File: src/rtl/core/xcrc_pkg.sv
// shared types, character codes and the crc byte update for the xmodem-crc block receiver
// no dependencies; used by xcrc_step and xmodem_crc_block_receiver
package xcrc_pkg;

	localparam int unsigned SHORT_BLOCK = 128;
	localparam int unsigned LONG_BLOCK  = 1024;
	localparam int unsigned CNT_W       = 10;

	localparam logic [7:0] CH_SOH = 8'd1;
	localparam logic [7:0] CH_STX = 8'd2;
	localparam logic [7:0] CH_EOT = 8'd4;
	localparam logic [7:0] CH_ACK = 8'd6;
	localparam logic [7:0] CH_NAK = 8'd21;
	localparam logic [7:0] CH_CAN = 8'd24;
	localparam logic [7:0] CH_C   = 8'd67;

	localparam logic [15:0] CRC_POLY      = 16'h1021;
	localparam logic [23:0] TIMEOUT_RESET = 24'd60000;

	typedef enum logic [1:0] {
		MODE_BYTE,
		MODE_TICK,
		MODE_CANCEL,
		MODE_START
	} mode_t;

	typedef enum logic [3:0] {
		PH_IDLE,
		PH_WAIT,
		PH_NUM,
		PH_CPL,
		PH_DATA,
		PH_CRCH,
		PH_CRCL,
		PH_DONE,
		PH_ABORT
	} phase_t;

	typedef enum logic [1:0] {
		LINK_IDLE,
		LINK_RECEIVING,
		LINK_FINISHED,
		LINK_ABORTED
	} link_t;

	typedef struct packed {
		mode_t      mode;
		logic [7:0] byte_value;
	} item_t;

	typedef struct packed {
		logic             reply_valid;
		logic [7:0]       reply_byte;
		logic             data_valid;
		logic [7:0]       data_byte;
		logic [CNT_W-1:0] data_index;
		logic             block_commit;
		logic             block_discard;
		link_t            link_status;
	} result_t;

	// crc-16/xmodem, one byte msb first
	function automatic logic [15:0] crc_feed(input logic [15:0] crc, input logic [7:0] b);
		logic [15:0] c;
		c = crc ^ {b, 8'h00};
		for (int i = 0; i < 8; i++) begin
			if (c[15]) begin
				c = {c[14:0], 1'b0} ^ CRC_POLY;
			end else begin
				c = {c[14:0], 1'b0};
			end
		end
		return c;
	endfunction

endpackage

File: src/rtl/core/xcrc_step.sv
// protocol state and per-request decision logic of the xmodem-crc block receiver
// depends on xcrc_pkg; instantiated by xmodem_crc_block_receiver
module xcrc_step (
	input  logic             clk,
	input  logic             arst_n,
	input  logic             fire,
	input  xcrc_pkg::item_t  item,
	input  logic [23:0]      timeout_ticks,
	output xcrc_pkg::result_t res
);

	xcrc_pkg::phase_t phase_q, phase_d;
	logic                       long_q, long_d;
	logic [7:0]                 number_q, number_d;
	logic [xcrc_pkg::CNT_W-1:0] count_q, count_d;
	logic [15:0]                crc_q, crc_d;
	logic [7:0]                 crc_hi_q, crc_hi_d;
	logic [7:0]                 expected_q, expected_d;
	logic [23:0]                idle_q, idle_d;

	logic                     receiving, in_block;
	logic [23:0]              tick_inc, timeout_lim;
	logic                     timeout_hit;
	logic [7:0]               cpl_sum, expected_prev;
	logic                     cpl_ok, crc_ok, num_new, num_dup;
	logic [xcrc_pkg::CNT_W:0] cnt_inc, block_len;
	logic                     last_byte;
	logic [15:0]              crc_next;
	logic [7:0]               b;

	assign b           = item.byte_value;
	assign receiving   = phase_q inside {[xcrc_pkg::PH_WAIT:xcrc_pkg::PH_CRCL]};
	assign in_block    = phase_q inside {[xcrc_pkg::PH_NUM:xcrc_pkg::PH_CRCL]};
	assign tick_inc    = idle_q + 24'd1;
	assign timeout_lim = (timeout_ticks == 24'd0) ? 24'd1 : timeout_ticks;
	assign timeout_hit = tick_inc >= timeout_lim;
	assign cpl_sum     = number_q + b;
	assign cpl_ok      = cpl_sum == 8'hFF;
	assign crc_ok      = {crc_hi_q, b} == crc_q;
	assign expected_prev = expected_q - 8'd1;
	assign num_new     = number_q == expected_q;
	assign num_dup     = number_q == expected_prev;
	assign cnt_inc     = {1'b0, count_q} + {{xcrc_pkg::CNT_W{1'b0}}, 1'b1};
	assign block_len   = long_q ? (xcrc_pkg::CNT_W+1)'(xcrc_pkg::LONG_BLOCK)
	                            : (xcrc_pkg::CNT_W+1)'(xcrc_pkg::SHORT_BLOCK);
	assign last_byte   = cnt_inc >= block_len;
	assign crc_next    = xcrc_pkg::crc_feed(crc_q, b);

	// next state
	always_comb begin
		phase_d    = phase_q;
		long_d     = long_q;
		number_d   = number_q;
		count_d    = count_q;
		crc_d      = crc_q;
		crc_hi_d   = crc_hi_q;
		expected_d = expected_q;
		idle_d     = idle_q;
		case (item.mode)
			xcrc_pkg::MODE_START: begin
				phase_d    = xcrc_pkg::PH_WAIT;
				expected_d = 8'd1;
				idle_d     = '0;
				count_d    = '0;
				crc_d      = '0;
			end
			xcrc_pkg::MODE_CANCEL: begin
				if (receiving) phase_d = xcrc_pkg::PH_ABORT;
			end
			xcrc_pkg::MODE_TICK: begin
				if (receiving) begin
					idle_d = tick_inc;
					if (timeout_hit) begin
						idle_d  = '0;
						phase_d = xcrc_pkg::PH_WAIT;
					end
				end
			end
			xcrc_pkg::MODE_BYTE: begin
				if (receiving) begin
					idle_d = '0;
					case (phase_q)
						xcrc_pkg::PH_WAIT: begin
							if (b == xcrc_pkg::CH_CAN) begin
								phase_d = xcrc_pkg::PH_ABORT;
							end else if (b == xcrc_pkg::CH_EOT) begin
								phase_d = xcrc_pkg::PH_DONE;
							end else if (b inside {xcrc_pkg::CH_SOH, xcrc_pkg::CH_STX}) begin
								long_d  = b == xcrc_pkg::CH_STX;
								phase_d = xcrc_pkg::PH_NUM;
							end
						end
						xcrc_pkg::PH_NUM: begin
							number_d = b;
							phase_d  = xcrc_pkg::PH_CPL;
						end
						xcrc_pkg::PH_CPL: begin
							if (cpl_ok) begin
								count_d = '0;
								crc_d   = '0;
								phase_d = xcrc_pkg::PH_DATA;
							end else begin
								phase_d = xcrc_pkg::PH_WAIT;
							end
						end
						xcrc_pkg::PH_DATA: begin
							crc_d   = crc_next;
							count_d = cnt_inc[xcrc_pkg::CNT_W-1:0];
							if (last_byte) begin
								count_d = '0;
								phase_d = xcrc_pkg::PH_CRCH;
							end
						end
						xcrc_pkg::PH_CRCH: begin
							crc_hi_d = b;
							phase_d  = xcrc_pkg::PH_CRCL;
						end
						xcrc_pkg::PH_CRCL: begin
							if (crc_ok && num_new) expected_d = expected_q + 8'd1;
							phase_d = xcrc_pkg::PH_WAIT;
						end
						default: ;
					endcase
				end
			end
			default: ;
		endcase
	end

	// result of the request
	always_comb begin
		res = '0;
		case (phase_d)
			xcrc_pkg::PH_IDLE:  res.link_status = xcrc_pkg::LINK_IDLE;
			xcrc_pkg::PH_DONE:  res.link_status = xcrc_pkg::LINK_FINISHED;
			xcrc_pkg::PH_ABORT: res.link_status = xcrc_pkg::LINK_ABORTED;
			default:            res.link_status = xcrc_pkg::LINK_RECEIVING;
		endcase
		case (item.mode)
			xcrc_pkg::MODE_START: begin
				res.block_discard = in_block;
				res.reply_valid   = 1'b1;
				res.reply_byte    = xcrc_pkg::CH_C;
			end
			xcrc_pkg::MODE_CANCEL: begin
				if (receiving) begin
					res.block_discard = in_block;
					res.reply_valid   = 1'b1;
					res.reply_byte    = xcrc_pkg::CH_CAN;
				end
			end
			xcrc_pkg::MODE_TICK: begin
				if (receiving && timeout_hit) begin
					res.block_discard = in_block;
					res.reply_valid   = 1'b1;
					res.reply_byte    = xcrc_pkg::CH_NAK;
				end
			end
			xcrc_pkg::MODE_BYTE: begin
				if (receiving) begin
					case (phase_q)
						xcrc_pkg::PH_WAIT: begin
							if (b == 8'd0) begin
								res.reply_valid = 1'b1;
								res.reply_byte  = xcrc_pkg::CH_NAK;
							end else if (b == xcrc_pkg::CH_EOT) begin
								res.reply_valid = 1'b1;
								res.reply_byte  = xcrc_pkg::CH_ACK;
							end
						end
						xcrc_pkg::PH_CPL: begin
							if (!cpl_ok) begin
								res.reply_valid = 1'b1;
								res.reply_byte  = xcrc_pkg::CH_NAK;
							end
						end
						xcrc_pkg::PH_DATA: begin
							res.data_valid = 1'b1;
							res.data_byte  = b;
							res.data_index = count_q;
						end
						xcrc_pkg::PH_CRCL: begin
							res.reply_valid = 1'b1;
							if (!crc_ok) begin
								res.reply_byte    = xcrc_pkg::CH_NAK;
								res.block_discard = 1'b1;
							end else if (num_new) begin
								res.reply_byte   = xcrc_pkg::CH_ACK;
								res.block_commit = 1'b1;
							end else if (num_dup) begin
								res.reply_byte    = xcrc_pkg::CH_ACK;
								res.block_discard = 1'b1;
							end else begin
								res.reply_byte    = xcrc_pkg::CH_NAK;
								res.block_discard = 1'b1;
							end
						end
						default: ;
					endcase
				end
			end
			default: ;
		endcase
	end

	always_ff @(posedge clk or negedge arst_n) begin
		if (!arst_n) begin
			phase_q    <= xcrc_pkg::PH_IDLE;
			long_q     <= 1'b0;
			number_q   <= '0;
			count_q    <= '0;
			crc_q      <= '0;
			crc_hi_q   <= '0;
			expected_q <= 8'd1;
			idle_q     <= '0;
		end else if (fire) begin
			phase_q    <= phase_d;
			long_q     <= long_d;
			number_q   <= number_d;
			count_q    <= count_d;
			crc_q      <= crc_d;
			crc_hi_q   <= crc_hi_d;
			expected_q <= expected_d;
			idle_q     <= idle_d;
		end
	end

	a_commit_not_discard: assert property (@(posedge clk) disable iff (!arst_n)
		fire |-> !(res.block_commit && res.block_discard))
		else $error("commit and discard together");

	a_commit_acks: assert property (@(posedge clk) disable iff (!arst_n)
		fire && res.block_commit
		|=> phase_q == xcrc_pkg::PH_WAIT && expected_q == $past(expected_q) + 8'd1)
		else $error("commit did not advance the expected block number");

	a_start_restarts: assert property (@(posedge clk) disable iff (!arst_n)
		fire && item.mode == xcrc_pkg::MODE_START
		|=> phase_q == xcrc_pkg::PH_WAIT && expected_q == 8'd1 && idle_q == 24'd0)
		else $error("start did not restart the transfer");

	a_data_in_data_phase: assert property (@(posedge clk) disable iff (!arst_n)
		fire && res.data_valid |-> phase_q == xcrc_pkg::PH_DATA && item.mode == xcrc_pkg::MODE_BYTE)
		else $error("payload byte outside the data phase");

	a_state_holds: assert property (@(posedge clk) disable iff (!arst_n)
		!fire |=> $stable(phase_q) && $stable(crc_q) && $stable(idle_q))
		else $error("state changed without a request");

endmodule

File: src/rtl/core/xmodem_crc_block_receiver.sv
// top level of the xmodem-crc block receiver: input register, result register, timeout register
// depends on xcrc_pkg and xcrc_step
//
// usage:
// - input channel (in_valid / in_stall, mode, byte_value) carries one request per transfer:
//   a received byte, a time tick, a cancel request or a start request
// - output channel (out_valid / out_stall) returns exactly one result per request: an optional
//   reply byte to send back (C, ACK, NAK, CAN), an optional payload byte with its index, the
//   block commit / discard flags and the link status after the request
// - config channel (cfg_valid / cfg_ready, cfg_data) writes timeout_ticks; cfg_ready is always
//   high, and it is meant to be written only while no request is in flight
// - path: a request is held in the input register, decided by xcrc_step and stored in the result
//   register, which presents it on the output until it is taken
// - throughput: one request per cycle while out_stall is low; the crc byte update and the phase
//   decision are a single pass of logic between the input register and the result register
// - receiver stall: the result register holds; an empty input register takes one more request,
//   and in_stall is high while the input register holds one, until out_stall drops
// - reset: link idle, expected block number 1, crc and counters cleared, timeout_ticks 60000
module xmodem_crc_block_receiver (
	input  logic        clk,
	input  logic        arst_n,
	// request channel
	input  logic        in_valid,
	output logic        in_stall,
	input  logic [1:0]  mode,
	input  logic [7:0]  byte_value,
	// result channel
	output logic        out_valid,
	input  logic        out_stall,
	output logic        reply_valid,
	output logic [7:0]  reply_byte,
	output logic        data_valid,
	output logic [7:0]  data_byte,
	output logic [9:0]  data_index,
	output logic        block_commit,
	output logic        block_discard,
	output logic [1:0]  link_status,
	// timeout register write
	input  logic        cfg_valid,
	output logic        cfg_ready,
	input  logic [23:0] cfg_data
);

	logic              item_valid_s1;
	xcrc_pkg::item_t   item_s1;
	logic              res_valid_s2;
	xcrc_pkg::result_t res_s2;
	xcrc_pkg::result_t res;
	logic [23:0]       timeout_q;
	logic              advance, fire;

	// the result register frees up when empty or when its result is taken
	assign advance  = !res_valid_s2 || !out_stall;
	assign fire     = item_valid_s1 && advance;
	assign in_stall = item_valid_s1 && !advance;

	// input register
	always_ff @(posedge clk or negedge arst_n) begin
		if (!arst_n) begin
			item_valid_s1 <= 1'b0;
		end else if (!in_stall) begin
			item_valid_s1 <= in_valid;
		end
	end

	always_ff @(posedge clk) begin
		if (in_valid && !in_stall) begin
			item_s1.mode       <= xcrc_pkg::mode_t'(mode);
			item_s1.byte_value <= byte_value;
		end
	end

	// timeout register
	assign cfg_ready = 1'b1;

	always_ff @(posedge clk or negedge arst_n) begin
		if (!arst_n) begin
			timeout_q <= xcrc_pkg::TIMEOUT_RESET;
		end else if (cfg_valid && cfg_ready) begin
			timeout_q <= cfg_data;
		end
	end

	// protocol state and decision for the request in the input register
	xcrc_step u_step (
		.clk           (clk),
		.arst_n        (arst_n),
		.fire          (fire),
		.item          (item_s1),
		.timeout_ticks (timeout_q),
		.res           (res)
	);

	// result register
	always_ff @(posedge clk or negedge arst_n) begin
		if (!arst_n) begin
			res_valid_s2 <= 1'b0;
		end else if (advance) begin
			res_valid_s2 <= item_valid_s1;
		end
	end

	always_ff @(posedge clk) begin
		if (fire) begin
			res_s2 <= res;
		end
	end

	assign out_valid     = res_valid_s2;
	assign reply_valid   = res_s2.reply_valid;
	assign reply_byte    = res_s2.reply_byte;
	assign data_valid    = res_s2.data_valid;
	assign data_byte     = res_s2.data_byte;
	assign data_index    = res_s2.data_index;
	assign block_commit  = res_s2.block_commit;
	assign block_discard = res_s2.block_discard;
	assign link_status   = res_s2.link_status;

endmodule
File: config.mk
export PLATFORM = sky130hd
export DESIGN_NAME = xmodem_crc_block_receiver
export DESIGN_NICKNAME = d
export VERILOG_FILES = /design/src/rtl/core/xcrc_pkg.sv /design/src/rtl/core/xcrc_step.sv /design/src/rtl/core/xmodem_crc_block_receiver.sv
export SDC_FILE = /design/constraint.sdc
export NUM_CORES = 1
export LEC_CHECK = 0
export BUFFER_PORTS_ARGS = -buffer_cell sky130_fd_sc_hd__buf_2
export CORE_MARGIN = 10
export CORE_UTILIZATION = 45
export DETAILED_ROUTE_END_ITERATION = 6
export GPL_TIMING_DRIVEN = 0
export HOLD_SLACK_MARGIN = 0.05
export PLACE_DENSITY = 0.62
export REMOVE_ABC_BUFFERS = 1
export SLEW_MARGIN = 20
export SYNTH_ARGS = -nofsm -noshare
export SYNTH_HDL_FRONTEND = slang
export SYNTH_HIERARCHICAL = 1
export SYNTH_SLANG_ARGS = --single-unit
File: constraint.sdc
create_clock -name clk -period 4.67 [get_ports clk]
set_input_delay 0.7005 -clock clk [delete_from_list [all_inputs] [get_ports clk]]
set_output_delay 0.7005 -clock clk [all_outputs]
set_load 0.005 [all_outputs]
==> metrics.yaml <==
syn_inst: 874
finalHoldViolations: 0
die_x_um: 160.1
path_clk_slew_ns: 0.06
h-tree-depth: 4
crit_fanout: 9
path_class: "reg -> reg"
synthDistinctLibCells: 74
required_ns: 5.01
grt_use_total_pct: 15.36
end_kind: "flip-flop"
wl_um: 19800
synthAdderAreaFrac_pct: 6.315
fin_crit_ns: 4.259
slowest_delay_ns: 0.68
finalMaxSlewViolations: 0
std_cell_rows: 51
r2r_start: "u_step/idle_q[2]$_DFFE_PN0P_"
leakage_nw: 4.515
dr.first_iter.drc_count: 372
yosysSeqAreaShare_pct: 44.12
min_path_type: "in -> async"
drc: 0
grt_pass1_vias: 6393
grt_overflow_total: 0
dp_cells: 1171
clockRootBuffer: "clkbuf_16"
worst_pin_slew_ns: 0.7379
cts_setup_buffers: 0
finalCoreUtilization_pct: 52.08
area_growth_pct: 14.33
switching_share_pct: 29.10
syn-cell-area_mm2: 0.008836
slowest_stage: "a2111oi_0"
synth-seq-cells: 147
cts_hold_buf: 0
finalPower_mw: 3.901
rsz0062_at_grt: "false"
intPower_mw: 2.765
path_delay_family: "compound AO/OA/AOI/OAI gates"
synth-async-reset-ratio_pct: 71.43
grt_pass1_wl_um: 32860
cts_buffer_depth: 2
drt_pass1_iterations: 5
startpoint_type: "flip-flop"
path_cells: "and4_1, and2_1, nand2_1, xnor2_1, ha_1, a21o_1, a2111oi_0, o21ai_0, a211oi_2, and2_1, nand2_1, o21ai_0"
start_util_pct: 45.55
syn_avg_cell_area_um2: 10.11
ioPinCount: 74
synth_xor_area_share_pct: 8.822
fmax_mhz: 234.8
ir_drop_uv: 240.6
combPwrFrac_pct: 20.0
synth_compound_area_share_pct: 13.68
seq_power_share_pct: 40.3
skew_ns: 0.01022
switchingPower_mw: 1.135
stdcell_count: 1203
slew_headroom_pct: 49.53
wl_per_cell_um: 16.46
synthSimpleGateAreaFrac_pct: 16.64
core_area_mm2: 0.01940
cts_num_sinks: 147
io_buffers: 72
fp.dieH_um: 160.1
dieArea_mm2: 0.02564
vias: 6526
drive_above_1_share_pct: 18.34
drt-vias-per-instance: 5.425
path_buf_inv: 0
fin_ws_ns: 0.4105
synthMuxAreaShare_pct: 5.692
whs_ns: 0.1825
final_cell_mix: "dfrtp_1, nand2_1, buf_2"
finalSetupTns_ns: 0
synth_top_family_by_area: "simple AND/OR/NAND/NOR gates"
synth_edf_count: 42
yosysWarnings: 6
crit_start: "u_step/idle_q[2]$_DFFE_PN0P_"
ant_nets: 0
grt_max_degree: 68
antenna_found_initial: 0
synth-main-ff-cell: "dfrtp_1"
cts_buffers: 17
arrival_ns: 4.60
final_area_mm2: 0.01010
dp_slack_ns: -0.02698
fill_cells: 1785
place.gp.congestion: 0.8491
placed_cell_area_mm2: 0.009432
power_density_mw_per_mm2: 386.1
setup_viol_count_final: 0
final_common_cell: "dfrtp_1"
clock_latency_ns: 0.43
dp_hpwl_um: 14090
antenna_cells_inserted: 0
fin_crit_sh_pct: 91.21
drv_cap: 0
status: "complete, no violations"
nets: 1008
power.share.clock_pct: 39.7
cts_tree: "yes"
[power by group through the flow]
stage	clock network, mW	logic [mW]	registers (mW)
floorplan	0	0.567	1.56
global placement	0	0.748	1.60
detailed placement	0	0.778	1.60
CTS	1.58	0.788	1.57
global route	1.63	0.873	1.59
finish	1.55	0.781	1.57
[registers in the layout, indices dropped and copies added (netlist names)]
| register | count |
|---|---|
| data_byte | 8 |
| block_discard | 1 |
| data_index | 10 |
| u_step/phase_q | 4 |
| data_valid | 1 |
| u_step/count_q | 10 |
| timeout_q | 24 |
| reply_valid | 1 |
| reply_byte | 8 |
| link_status | 2 |
| u_step/crc_hi_q | 8 |
| item_valid_s1 | 1 |
| u_step/expected_q | 8 |
| u_step/long_q | 1 |
| u_step/number_q | 8 |
| out_valid | 1 |
| u_step/idle_q | 24 |
| item_s1 | 10 |
| u_step/crc_q | 16 |
| block_commit | 1 |
[cell type report]
class                   instances  area [um^2]  share of cell area [%]
clock buffers                  18        439.2                   4.347
clock inverters                14        224.0                   2.217
inverters                      45        168.9                   1.672
multi-input cells             637         4556                   45.10
flip-flops and latches        147         3899                   38.59
well taps                     265        331.6                   3.282
repair buffers                 77        484.2                   4.793
[worst paths after layout]
check,end,slack [ns],cells after the start
setup / recovery,u_step/idle_q[22]$_DFFE_PN0P_,0.41,12
min in group clk,item_s1[9]$_DFFE_PP_,0.45,1
setup reg to reg,u_step/idle_q[22]$_DFFE_PN0P_,0.41,12
hold reg to reg,out_valid$_DFFE_PN0P_,0.49,1
hold / removal,u_step/expected_q[5]$_DFFE_PN0P_,0.18,1
max in group asynchronous,timeout_q[14]$_DFFE_PN1P_,3.78,2
[Yosys cell counts (7+ instances only)]
| master | instances | area share (%) |
|---|---|---|
| dfrtp_1 | 97 | 27 |
| nand2_1 | 89 | 3.8 |
| o21ai_0 | 47 | 2.7 |
| nor2_1 | 46 | 2.0 |
| xor2_1 | 45 | 4.5 |
| inv_1 | 44 | 1.9 |
| xnor2_1 | 44 | 4.4 |
| ha_1 | 43 | 6.1 |
| edfxtp_1 | 42 | 14 |
| a21oi_1 | 30 | 1.7 |
| clkbuf_1 | 30 | 1.3 |
| and2_1 | 27 | 1.9 |
| o31ai_1 | 26 | 2.2 |
| mux2_4 | 20 | 3.4 |
| nand4_1 | 20 | 1.4 |
| mux2_2 | 18 | 2.3 |
| nand3_1 | 18 | 1.0 |
| a21o_1 | 12 | 1.0 |
| nor4_1 | 12 | 0.85 |
| o21ai_1 | 12 | 0.68 |
| nor3_1 | 11 | 0.62 |
| and3_1 | 9 | 0.64 |
| nor2b_1 | 9 | 0.64 |
| buf_2 | 8 | 0.45 |
| dfstp_2 | 8 | 2.4 |
| a211oi_1 | 7 | 0.59 |
[per-layer routing]
metal | GRT usage [%] | wire, um | share of wire (%) | vias up
met5 | 0 | 0 | 0 | -
met4 | 4.048 | 195 | 0.98 | 0
met3 | 3.111 | 729 | 3.7 | 18
met2 | 26.12 | 9714 | 49 | 124
met1 | 19.42 | 9165 | 46 | 3156
li1 | - | - | - | 3228
[cell families after synthesis]
kind of cell,Yosys count
AND/OR/NAND/NOR,283
XOR/XNOR,89
multiplexers,38
other,2
buffers and inverters,91
AO/OA/AOI/OAI,180
flip-flops,147
adder cells (fa/ha/maj),44
[what timing repair did]
action,in CTS,in global routing
pin swaps,0,1
endpoints found under the setup margin,1,13
resized for setup,1,2
(Power assumes the default switching activity.)
